### src/sv/assert_macros.svh
// assertion macros used by cstb_datapath of the screendump loader
// each check is clocked on aclk and held off while aresetn is low
`ifndef ASSERT_MACROS_SVH
`define ASSERT_MACROS_SVH

// same-cycle implication
`define CSTB_ASSERT_IMPLY(label, cond, prop, msg) \
    label: assert property (@(posedge aclk) disable iff (!aresetn) (cond) |-> (prop)) \
        else $error(msg);

// next-cycle implication
`define CSTB_ASSERT_NEXT(label, cond, prop, msg) \
    label: assert property (@(posedge aclk) disable iff (!aresetn) (cond) |=> (prop)) \
        else $error(msg);

`endif

### src/sv/cstb_pkg.sv
// types, constants and codes of the screendump loader
// used by cstb_ctrl, cstb_datapath and the top level; depends on nothing
package cstb_pkg;

    localparam int HEADER_BYTES  = 40;
    localparam int PAYLOAD_DEPTH = 8192;
    localparam int ADDR_W        = $clog2(PAYLOAD_DEPTH);
    // header and payload positions never pass 255*32+1
    localparam int CNT_W         = 14;

    localparam logic [7:0] SIG_COLON = 8'h3A;
    localparam logic [7:0] SIG_D     = 8'h44;

    // configuration register indexes
    localparam logic CFG_SKIP_CHECKS = 1'b0;
    localparam logic CFG_MAGNIFY     = 1'b1;

    // input opcodes
    localparam logic OP_LOAD = 1'b0;
    localparam logic OP_READ = 1'b1;

    typedef enum logic [2:0] {
        ST_LOADING = 3'd0,
        ST_OK      = 3'd1,
        ST_SIG     = 3'd2,
        ST_HSUM    = 3'd3,
        ST_MARK    = 3'd4,
        ST_PSUM    = 3'd5,
        ST_SIZE    = 3'd6,
        ST_NOTHING = 3'd7
    } status_t;

    typedef enum logic [1:0] {
        PH_HEADER,
        PH_PAYLOAD,
        PH_READY,
        PH_ERROR
    } phase_t;

    typedef enum logic [2:0] {
        CS_IDLE,
        CS_EXEC,
        CS_MEMRD,
        CS_FORM,
        CS_PUSH
    } ctrl_state_t;

    typedef struct packed {
        logic accept;
        logic exec;
        logic mem_rd;
        logic form;
        logic push;
    } cstb_cmd_t;

    typedef struct packed {
        logic need_mem;
        logic slot_free;
    } cstb_stat_t;

endpackage

### src/sv/cstb_ctrl.sv
// sequencer of the screendump loader: take a word, execute, read memory and form the byte when needed, push result
// depends on cstb_pkg
module cstb_ctrl (
    input  logic                   aclk,
    input  logic                   aresetn,
    input  logic                   s_valid,
    output logic                   s_ready,
    input  cstb_pkg::cstb_stat_t   stat,
    output cstb_pkg::cstb_cmd_t    cmd
);

    cstb_pkg::ctrl_state_t state_reg, state_next;

    always_ff @(posedge aclk) begin
        if (!aresetn) begin
            state_reg <= cstb_pkg::CS_IDLE;
        end else begin
            state_reg <= state_next;
        end
    end

    always_comb begin
        state_next = state_reg;
        unique case (state_reg)
            cstb_pkg::CS_IDLE: begin
                if (s_valid) state_next = cstb_pkg::CS_EXEC;
            end
            cstb_pkg::CS_EXEC: begin
                state_next = stat.need_mem ? cstb_pkg::CS_MEMRD : cstb_pkg::CS_PUSH;
            end
            cstb_pkg::CS_MEMRD: begin
                state_next = cstb_pkg::CS_FORM;
            end
            cstb_pkg::CS_FORM: begin
                state_next = cstb_pkg::CS_PUSH;
            end
            cstb_pkg::CS_PUSH: begin
                if (stat.slot_free) state_next = cstb_pkg::CS_IDLE;
            end
            default: begin
                state_next = cstb_pkg::CS_IDLE;
            end
        endcase
    end

    // no word is taken while reset is held
    always_comb begin
        s_ready    = (state_reg == cstb_pkg::CS_IDLE) && aresetn;
        cmd.accept = (state_reg == cstb_pkg::CS_IDLE) && aresetn && s_valid;
        cmd.exec   = (state_reg == cstb_pkg::CS_EXEC);
        cmd.mem_rd = (state_reg == cstb_pkg::CS_MEMRD);
        cmd.form   = (state_reg == cstb_pkg::CS_FORM);
        cmd.push   = (state_reg == cstb_pkg::CS_PUSH) && stat.slot_free;
    end

endmodule

### config.mk
export PLATFORM = sky130hd
export DESIGN_NAME = cstb_ctrl
export DESIGN_NICKNAME = d
export VERILOG_FILES = /design/src/sv/assert_macros.svh /design/src/sv/cstb_pkg.sv /design/src/sv/cstb_ctrl.sv
export SDC_FILE = /design/constraint.sdc
export NUM_CORES = 1
export LEC_CHECK = 0
export BUFFER_PORTS_ARGS = -buffer_cell sky130_fd_sc_hd__buf_2
export CAP_MARGIN = 20
export CORE_AREA = 2 2 39 41
export CTS_CLUSTER_DIAMETER = 30
export CTS_CLUSTER_SIZE = 40
export DETAILED_ROUTE_END_ITERATION = 7
export DIE_AREA = 0 0 41 43
export GPL_TIMING_DRIVEN = 0
export PLACE_DENSITY = 0.36
export SLEW_MARGIN = 20
export SYNTH_ARGS = -nofsm -noshare
export SYNTH_HDL_FRONTEND = slang
export SYNTH_SLANG_ARGS = --single-unit
### constraint.sdc
create_clock -name aclk -period 1 [get_ports aclk]
set_input_delay 0.1 -clock aclk [delete_from_list [all_inputs] [get_ports aclk]]
set_output_delay 0.1 -clock aclk [all_outputs]
set_load 0.005 [all_outputs]
==> results of run 1 <==
## layout make-up
type                            count  area (µm²)
Sequential cell                     3        71.3
Fill cell                         158        1040
Clock buffer                        4        26.3
Multi-Input combinational cell     17         151
Timing Repair Buffer               14        77.6
Tap cell                           16        20.0
## worst paths after layout
kind | startpoint | to | slack (ns) | cells after the start
worst max-delay path | state_reg[2]$_SDFFE_PN0P_ | cmd[4] | -0.15 | 4
worst min register to register | state_reg[1]$_SDFFE_PN0P_ | state_reg[0]$_SDFFE_PN0P_ | 0.58 | 2
worst max register to register | state_reg[0]$_SDFFE_PN0P_ | state_reg[2]$_SDFFE_PN0P_ | 0.07 | 3
worst min-delay path | aresetn | state_reg[2]$_SDFFE_PN0P_ | 0.12 | 2
## layout by cell type, fill, tap and decap left out
| cell type | instances |
|---|---|
| a21oi_1 | 1 |
| and2_1 | 1 |
| and3b_1 | 1 |
| buf_2 | 10 |
| buf_4 | 3 |
| clkbuf_1 | 1 |
| clkbuf_2 | 1 |
| clkbuf_4 | 3 |
| dfxtp_4 | 3 |
| nand2_1 | 2 |
| nand2b_4 | 2 |
| nor2_1 | 1 |
| nor2_2 | 1 |
| nor2b_2 | 1 |
| nor3_1 | 2 |
| nor3_4 | 1 |
| nor3b_1 | 1 |
| nor3b_2 | 1 |
| nor4b_4 | 1 |
| o21a_1 | 1 |
## through the flow
| stage | utilization | power [mW] | worst slack [ns] |
|---|---|---|---|
| CTS | 0.231 | 0.441 | -0.167 |
| detailed placement | 0.181 | 0.205 | 0.0186 |
| finish | 0.250 | 0.442 | -0.147 |
| global placement | 0.181 | 0.204 | 0.0116 |
| floorplan | - | 0.176 | 0.118 |
| global route | 0.250 | 0.471 | -0.209 |
## cells by family after synthesis
kind of cell	Yosys count
and+or+nand+nor	15
DFF	3
AOI/OAI and AO/OA	2
buffers and inverters	1
## power by group through the flow
stage | combinational (mW) | sequential (mW) | clock, mW
finish | 0.0872 | 0.141 | 0.213
global placement | 0.0661 | 0.138 | 0
detailed placement | 0.0669 | 0.138 | 0
floorplan | 0.0401 | 0.136 | 0
CTS | 0.0777 | 0.138 | 0.224
global route | 0.0955 | 0.143 | 0.233
## routing by layer
metal / vias up / routed length, µm
met5: - / 0
met4: 0 / 0
met3: 0 / 14
met2: 4 / 354
met1: 98 / 138
li1: 107 / -
## worst max-delay path, delay by kind of cell, from the launching register on
kind          cells  cell delay [ns]
simple gates      3             0.38
flops             1             0.33
buf+inv           1             0.10
## repair_timing
| item | CTS | global route |
|---|---|---|
| setup endpoints to repair | 6 | 7 |
| gates cloned | 0 | 0 |
| resized for setup | 9 | 4 |
| pin swaps | 1 | 3 |
| hold endpoints to repair | 0 | 0 |
| setup buffers | 3 | 1 |
==> metrics.txt, run 1 <==
gr busiest metal=met2; Num CTS Buffers=3; number of flops mapped to enable cells by yosys=0; CTS tree=done; Post-Syn Area per Cell=~8.6 µm²; vias in the first global route=roughly 190; Core Area=1380 µm²; Seq pwr share=0.320; hold_buf cts=0; Hold Slack=about 0.12 ns; global-route usage over all layers=0.0792; CP Max Fanout=2; via/cell ratio=3.87; Final Cell Area=between 300 and 400 µm²; Syn Nets=26; ys flop type=dfxtp_1; setup violators final=6; largest area contributor in the netlist=dfxtp_1; CP startpoint kind=flip-flop; NetSw=0.114 mW; final period utilization=1.15; clk buf depth=2; layout cells sized above 1=0.711; WL/cell=9.37 µm; DRC violations left=0; Leakage=around 0.16 nW; total congestion overflow=0; initial antenna violation count=0; First DRT Iteration DRCs=0; Final GP Congestion=a little over 0.6; GR Layer Usage met1=0.0609; RSZ-0062 raised after global routing=yes; skew final=0.00478 ns; Synth Area in Adders=0; largest family of logic cells by synthesized area=simple AND/OR/NAND/NOR gates; Final nets=44; P&R area growth vs syn=92.4%; violated checks=negative setup slack; Max H-tree Level=1; required time of the critical path=approximately 0.9 ns; worst vdd ir=roughly 0.22 mV; Clk network pwr share=0.483; Placed Cells=47; Pwr Density=~1300 nW/µm²; Total Neg Setup Slack=-0.515 ns; CP Cell Sequence=nand2b_4 > nor3_4 > and2_1 > buf_2; grt met3 use=0.0314; Final Hold Fails=0; internal power=around 0.33 mW; Gate power share=0.198; largest net degree at the start of global routing=9; status=finished, violations left; Crit-path slowest cell=dfxtp_4; Die H=roughly 43 µm; Switching Share=0.259; worst slew pin tran=0.195 ns; CTS Root Buffer Type=clkbuf_4; Achievable Freq=0.872 GHz; max cap viols=0; met2 Usage GRT=0.122; antenna fix cells=0; Synth async-reset ratio=0; Crit. End Element=output port; Area contributors post-synth=dfxtp_1 (33%), nor3b_1 (8.3%), nand2b_4 (7.6%), nor3_1 (5.6%), nor3_2 (5.6%); crit-path max cell delay=~0.33 ns; Pins Over Slew Limit=0; placed instance area=around 250 µm²; clock slew seen by the registers of the worst setup and hold paths=roughly 0.04 ns; clock latency on the worst-skew pair=approximately 0.23 ns; sequential element share of the synthesized area=0.333; Final WS setup=-0.147 ns; global-route wire length before repair=828 µm; relative slew slack=0.870; Post-synth top cells=dfxtp_1 (3), nand2_1 (2), nor2_1 (2), nor3_1 (2), nor3b_1 (2); Synth Cell Area=about 180 µm²; Synth Instances=21; YS warnings=0; DIE WIDTH=just over 40 µm; Post-Synth XOR/XNOR Area=0; count leader, synth=dfxtp_1; wirelength, routed=about 510 µm; I/O pin cnt=11; Synth Area in Compound Gates=0.0694; DRT antenna net count=0; Row Count=14; DRT Pass-1 Iters=1; crit path kind=reg2out; top-area cell type share of the netlist area=0.333; Die Area=between 1500 and 2000 µm²; Sink Count=3; Synth Register Bits=3; data arrival time of the worst path=1.05 ns; Post-Synth Simple-Gate Area=0.569; initial core utilization=0.130; Layout Cells excl Fill=54; via count=between 200 and 250; I/O Buffers=10; mux share of post-synthesis cell area=0; max FFs per register=3; Final min period=about 1.1 ns; Hold Path Class=in2reg; Cell variety after synth=15
(Power assumes the default switching activity.)
==> run 2, diff against run 1 <==
--- a/config.mk
+++ b/config.mk
@@ -5,7 +5,7 @@
 export SDC_FILE = /design/constraint.sdc
 export NUM_CORES = 1
 export LEC_CHECK = 0
-export BUFFER_PORTS_ARGS = -buffer_cell sky130_fd_sc_hd__buf_2
+export BUFFER_PORTS_ARGS = -buffer_cell sky130_fd_sc_hd__buf_4
 export CAP_MARGIN = 20
 export CORE_AREA = 2 2 39 41
 export CTS_CLUSTER_DIAMETER = 30
==> run 2 against run 1 <==
Effect of this change:
- the run still ends with negative setup slack left
- worst hold slack got worse by 0.0097 ns
- worst setup slack got worse by 0.018 ns
- routed wire length rose by 0.79%
- first-iteration DRC count did not move
- critical endpoint unchanged
- largest power group unchanged
==> metrics.txt, run 2 (synthesis results as in run 1) <==
fill cell count=around 160; Sink Count=3; hold_buf cts=0; max cap viols=0; FF-to-FF End=state_reg[2]$_SDFFE_PN0P_; via count=220; I/O Buffers=10; flip-flop and latch area=~70 µm²; WHS Endpoint=state_reg[2]$_SDFFE_PN0P_; DIE WIDTH=41 µm; clock slew seen by the registers of the worst setup and hold paths=0.04 ns; DRT Pass-1 Iters=1; hold depth=2; I/O pin cnt=11; Max H-tree Level=1; Hold Slack=about 0.11 ns; Final nets=46; data arrival time of the worst path=about 1.1 ns; Core Area=between 1000 and 1500 µm²; antenna fix cells=0; total power=a little under 0.5 mW; CTS Root Buffer Type=clkbuf_4; Crit. End Element=output port; CP delay by family, top=simple AND/OR/NAND/NOR gates; initial core utilization=0.130; Crit-path slowest cell=dfxtp_4; Num CTS Buffers=3; clk buf depth=2; final core occ=0.310; initial antenna violation count=0; Final Hold Fails=0; Final GP Congestion=slightly below 0.6; skew final=just over 0.002 ns; required time of the critical path=~0.9 ns; RSZ-0062 raised after global routing=yes; Die Area=about 1800 µm²; via/cell ratio=roughly 3.9; CP Cell Sequence=nand2b_4 > nor3_4 > and2_1 > buf_4; P&R area growth vs syn=138%; clock latency on the worst-skew pair=between 0.2 and 0.25 ns; crit path kind=reg2out; crit-path max cell delay=roughly 0.33 ns; Pwr Density=between 1000 and 1500 nW/µm²; Row Count=14; RR Startpoint=state_reg[0]$_SDFFE_PN0P_; global-route usage over all layers=0.0762; max FFs per register=3; violated checks=negative setup slack; worst vdd ir=between 0.3 and 0.4 mV; First DRT Iteration DRCs=0; setup violators final=7; Total Neg Setup Slack=-0.720 ns; global-route wire length before repair=roughly 870 µm; CP startpoint kind=flip-flop; Hold Path Class=in2reg; DRC violations left=0; Leakage=about 0.19 nW; total congestion overflow=0; Buf/Inv on CP=1; Die H=roughly 43 µm; worst slew pin tran=between 0.15 and 0.2 ns; DRT antenna net count=0; status=finished, violations left; final period utilization=1.17; Reg2Reg Depth=4; layout cells sized above 1=0.775; Final min period=between 1 and 1.5 ns; reg-to-reg slack, setup=-0.01 ns; Pins Over Slew Limit=0; vias in the first global route=between 200 and 250; Final WS setup=-0.165 ns; CP Max Fanout=2; multi-input logic area=approximately 160 µm²; WL/cell=between 9 and 10 µm; CTS tree=done; most common cell after layout, fill and taps aside=buf_4; relative slew slack=0.874; wirelength, routed=510 µm; most frequent cells in the layout=buf_4 (11), buf_6 (4), clkbuf_4 (3), dfxtp_4 (3), nand2b_4 (2); hold wc startpoint=aresetn; Achievable Freq=~0.86 GHz; largest net degree at the start of global routing=9
==> run 2: worst max-delay path by stage <==
stage	slack [ns]	startpoint	cells past startpoint	end
floorplan	0.12	state_reg[0]$_SDFFE_PN0P_	3	state_reg[2]$_SDFFE_PN0P_
global placement	-0.006	state_reg[2]$_SDFFE_PN0P_	4	cmd[4]
detailed placement	-0.002	state_reg[2]$_SDFFE_PN0P_	4	cmd[4]
CTS	-0.19	state_reg[0]$_SDFFE_PN0P_	4	cmd[4]
global route	-0.24	state_reg[2]$_SDFFE_PN0P_	4	cmd[4]
finish	-0.17	state_reg[2]$_SDFFE_PN0P_	4	cmd[4]
==> run 2: power by group <==
| group | internal, mW | switching, mW |
|---|---|---|
| clock | 0.149 | 0.0587 |
| combinational | 0.0892 | 0.0430 |
| sequential | 0.125 | 0.0174 |
| total | 0.364 | 0.119 |
==> run 2: worst reg2reg max path, cell delays in order (launching register included) <==
cell and delay [ns]:
dfxtp_4 0.36, buf_12 0.13, buf_6 0.11, nor4b_4 0.20
o21a_1 0.15
==> run 2: area by class of cell <==
type | instances | share of cell area
Sequential cell | 3 | 0.166
Clock buffer | 4 | 0.0612
Multi-Input combinational cell | 17 | 0.382
Tap cell | 16 | 0.0466
Timing Repair Buffer | 16 | 0.344
==> run 2: timing repair <==
item / 4_1_cts / 5_1_grt
buffers inserted: 4 / 2
resized for setup: 8 / 13
endpoints found under the setup margin: 6 / 7
pin swaps: 1 / 5
==> run 2: layer usage <==
| metal | global-route usage | part of all wire | up-vias |
|---|---|---|---|
| met5 | 0 | 0 | - |
| li1 | - | - | 111 |
| met2 | 0.122 | 0.63 | 2 |
| met4 | 0.0800 | 0 | 0 |
| met1 | 0.0703 | 0.34 | 107 |
| met3 | 0.0157 | 0.024 | 0 |
==> run 2: metrics by stage <==
step | worst slack (ns) | instance area (µm²) | std cells
4_1_cts | -0.194 | 374 | 55
6_report | -0.165 | 429 | 56
5_1_grt | -0.241 | 429 | 56
2_1_floorplan | 0.118 | 180 | 21
3_3_place_gp | -0.00582 | 275 | 47
3_5_place_dp | -0.00204 | 275 | 47
==> run 3, diff against run 2 <==
--- a/config.mk
+++ b/config.mk
@@ -13,7 +13,7 @@
 export DETAILED_ROUTE_END_ITERATION = 7
 export DIE_AREA = 0 0 41 43
 export GPL_TIMING_DRIVEN = 0
-export PLACE_DENSITY = 0.36
+export PLACE_DENSITY = 0.33
 export SLEW_MARGIN = 20
 export SYNTH_ARGS = -nofsm -noshare
 export SYNTH_HDL_FRONTEND = slang
==> constraint.sdc (replaced) <==
create_clock -name aclk -period 1 [get_ports aclk]
set_input_delay 0.1 -clock aclk [delete_from_list [all_inputs] [get_ports aclk]]
set_output_delay 0.1 -clock aclk [all_outputs]
set_load 0.02 [all_outputs]
==> run 3 against run 2 <==
Effect of this change:
- die area unchanged
- cell area increased by 2.9%
- register-to-register slack got worse by 0.02 ns
- sequential power about the same
- clock power increased by 5%
- critical path depth unchanged
- sequential share of layout area decreased by 0.47 points
- highest routed layer unchanged
- first-iteration DRC count increased by 1
- the flow still finishes with violations (negative setup slack)
==> metrics.txt, run 3 (synthesis results as in run 1) <==
worst vdd ir=0.381 mV; most common cell after layout, fill and taps aside=buf_4; initial core utilization=0.130; WL/cell=10.8 µm; Final nets=between 40 and 50; total power=~0.51 mW; P&R area growth vs syn=145%; CP delay by family, top=simple AND/OR/NAND/NOR gates; Placed Cells=47; antenna fix cells=0; Crit-path slowest cell=dfxtp_4; crit-path max cell delay=0.33 ns; largest net degree at the start of global routing=10; CTS tree=done; violated checks=negative setup slack; hold_buf cts=0; Leakage=about 0.19 nW; data arrival time of the worst path=1.11 ns; global-route wire length before repair=952 µm; Pins Over Slew Limit=0; Die H=between 40 and 50 µm; Die Area=1760 µm²; Buf/Inv on CP=1; clock latency on the worst-skew pair=between 0.2 and 0.25 ns; required time of the critical path=roughly 0.9 ns; final period utilization=1.21; Final min period=between 1 and 1.5 ns; CP Cell Sequence=nand2b_4 > nor3_4 > and2_4 > buf_6; Pwr Density=1160 nW/µm²; Final GP Congestion=between 0.6 and 0.7; total congestion overflow=0; Layout Cells excl Fill=56; Final Hold Fails=0; metal2 WL=about 380 µm; Final Cell Area=between 400 and 500 µm²; highest routing layer actually used=met3; DRC violations left=0; CP startpoint kind=flip-flop; RR Startpoint=state_reg[1]$_SDFFE_PN0P_; initial antenna violation count=0; placed instance area=around 280 µm²; DR WL met3=27 µm; CP Max Fanout=2; First DRT Iteration DRCs=1; global-route usage over all layers=0.0834; fill cell count=about 150; clock slew seen by the registers of the worst setup and hold paths=roughly 0.040 ns; via/cell ratio=4.07; skew final=between 0.004 and 0.005 ns; relative slew slack=0.858; Row Count=14; I/O pin cnt=11; clk buf depth=2; most frequent cells in the layout=buf_4 (9), buf_6 (6), clkbuf_4 (3), dfxtp_4 (3); status=finished, violations left; I/O Buffers=10; Num CTS Buffers=3; CTS Root Buffer Type=clkbuf_4; hold wc startpoint=aresetn; layout cells sized above 1=0.825; crit path kind=reg2out; max FFs per register=3; RSZ-0062 raised after global routing=yes; Crit. End Element=output port; Final WS setup=-0.205 ns; max cap viols=0; Sink Count=3; Core Area=roughly 1400 µm²; Achievable Freq=~0.83 GHz; final core occ=0.319; via count=228; wirelength, routed=603 µm; routed metal-1 wirelength=~190 µm; setup violators final=7; vias in the first global route=241; CP startpoint=state_reg[2]$_SDFFE_PN0P_; Hold Path Class=in2reg; worst slew pin tran=0.212 ns; reg-to-reg slack, setup=-0.03 ns; DRT antenna net count=0; Max H-tree Level=1; DRT Pass-1 Iters=2; DIE WIDTH=about 41 µm
-- run 3: final timing paths --
check,end,cells after the start
hold / removal,state_reg[2]$_SDFFE_PN0P_,2
setup reg to reg,state_reg[2]$_SDFFE_PN0P_,5
setup / recovery,cmd[4],4
hold reg to reg,state_reg[0]$_SDFFE_PN0P_,1
-- run 3: area by class of cell --
class	instances	area (µm²)	share of cell area
clock buffers	4	26.3	0.0595
well taps	16	20.0	0.0453
multi-input cells	17	169	0.382
repair buffers	16	155	0.351
flip-flops and latches	3	71.3	0.161
-- run 3: power by group --
group / total, mW / internal, mW / switching (mW)
Combinational: 0.155 / 0.0928 / 0.0624
Clock: 0.218 / 0.150 / 0.0682
Sequential: 0.141 / 0.125 / 0.0157
-- run 3: timing repair --
action | in CTS | in global routing
pin swaps | 2 | 3
setup endpoints to repair | 6 | 7
setup buffers | 4 | 2
gates resized for setup | 12 | 10
-- run 3: layer usage --
| layer | global-route usage | vias up |
|---|---|---|
| li1 | - | 110 |
| met1 | 0.0806 | 111 |
| met2 | 0.122 | 7 |
| met3 | 0.0209 | 0 |
| met4 | 0.100 | 0 |
| met5 | 0 | - |
-- run 3: stage by stage --
stage	setup WS [ns]	hold slack [ns]	TNS, ns
CTS	-0.212	0.0940	-0.920
global route	-0.268	0.107	-1.36
detailed placement	-0.0329	0.342	-0.0329
global placement	-0.0448	0.341	-0.0448
floorplan	-0.101	0.218	-0.245
finish	-0.205	0.113	-0.979
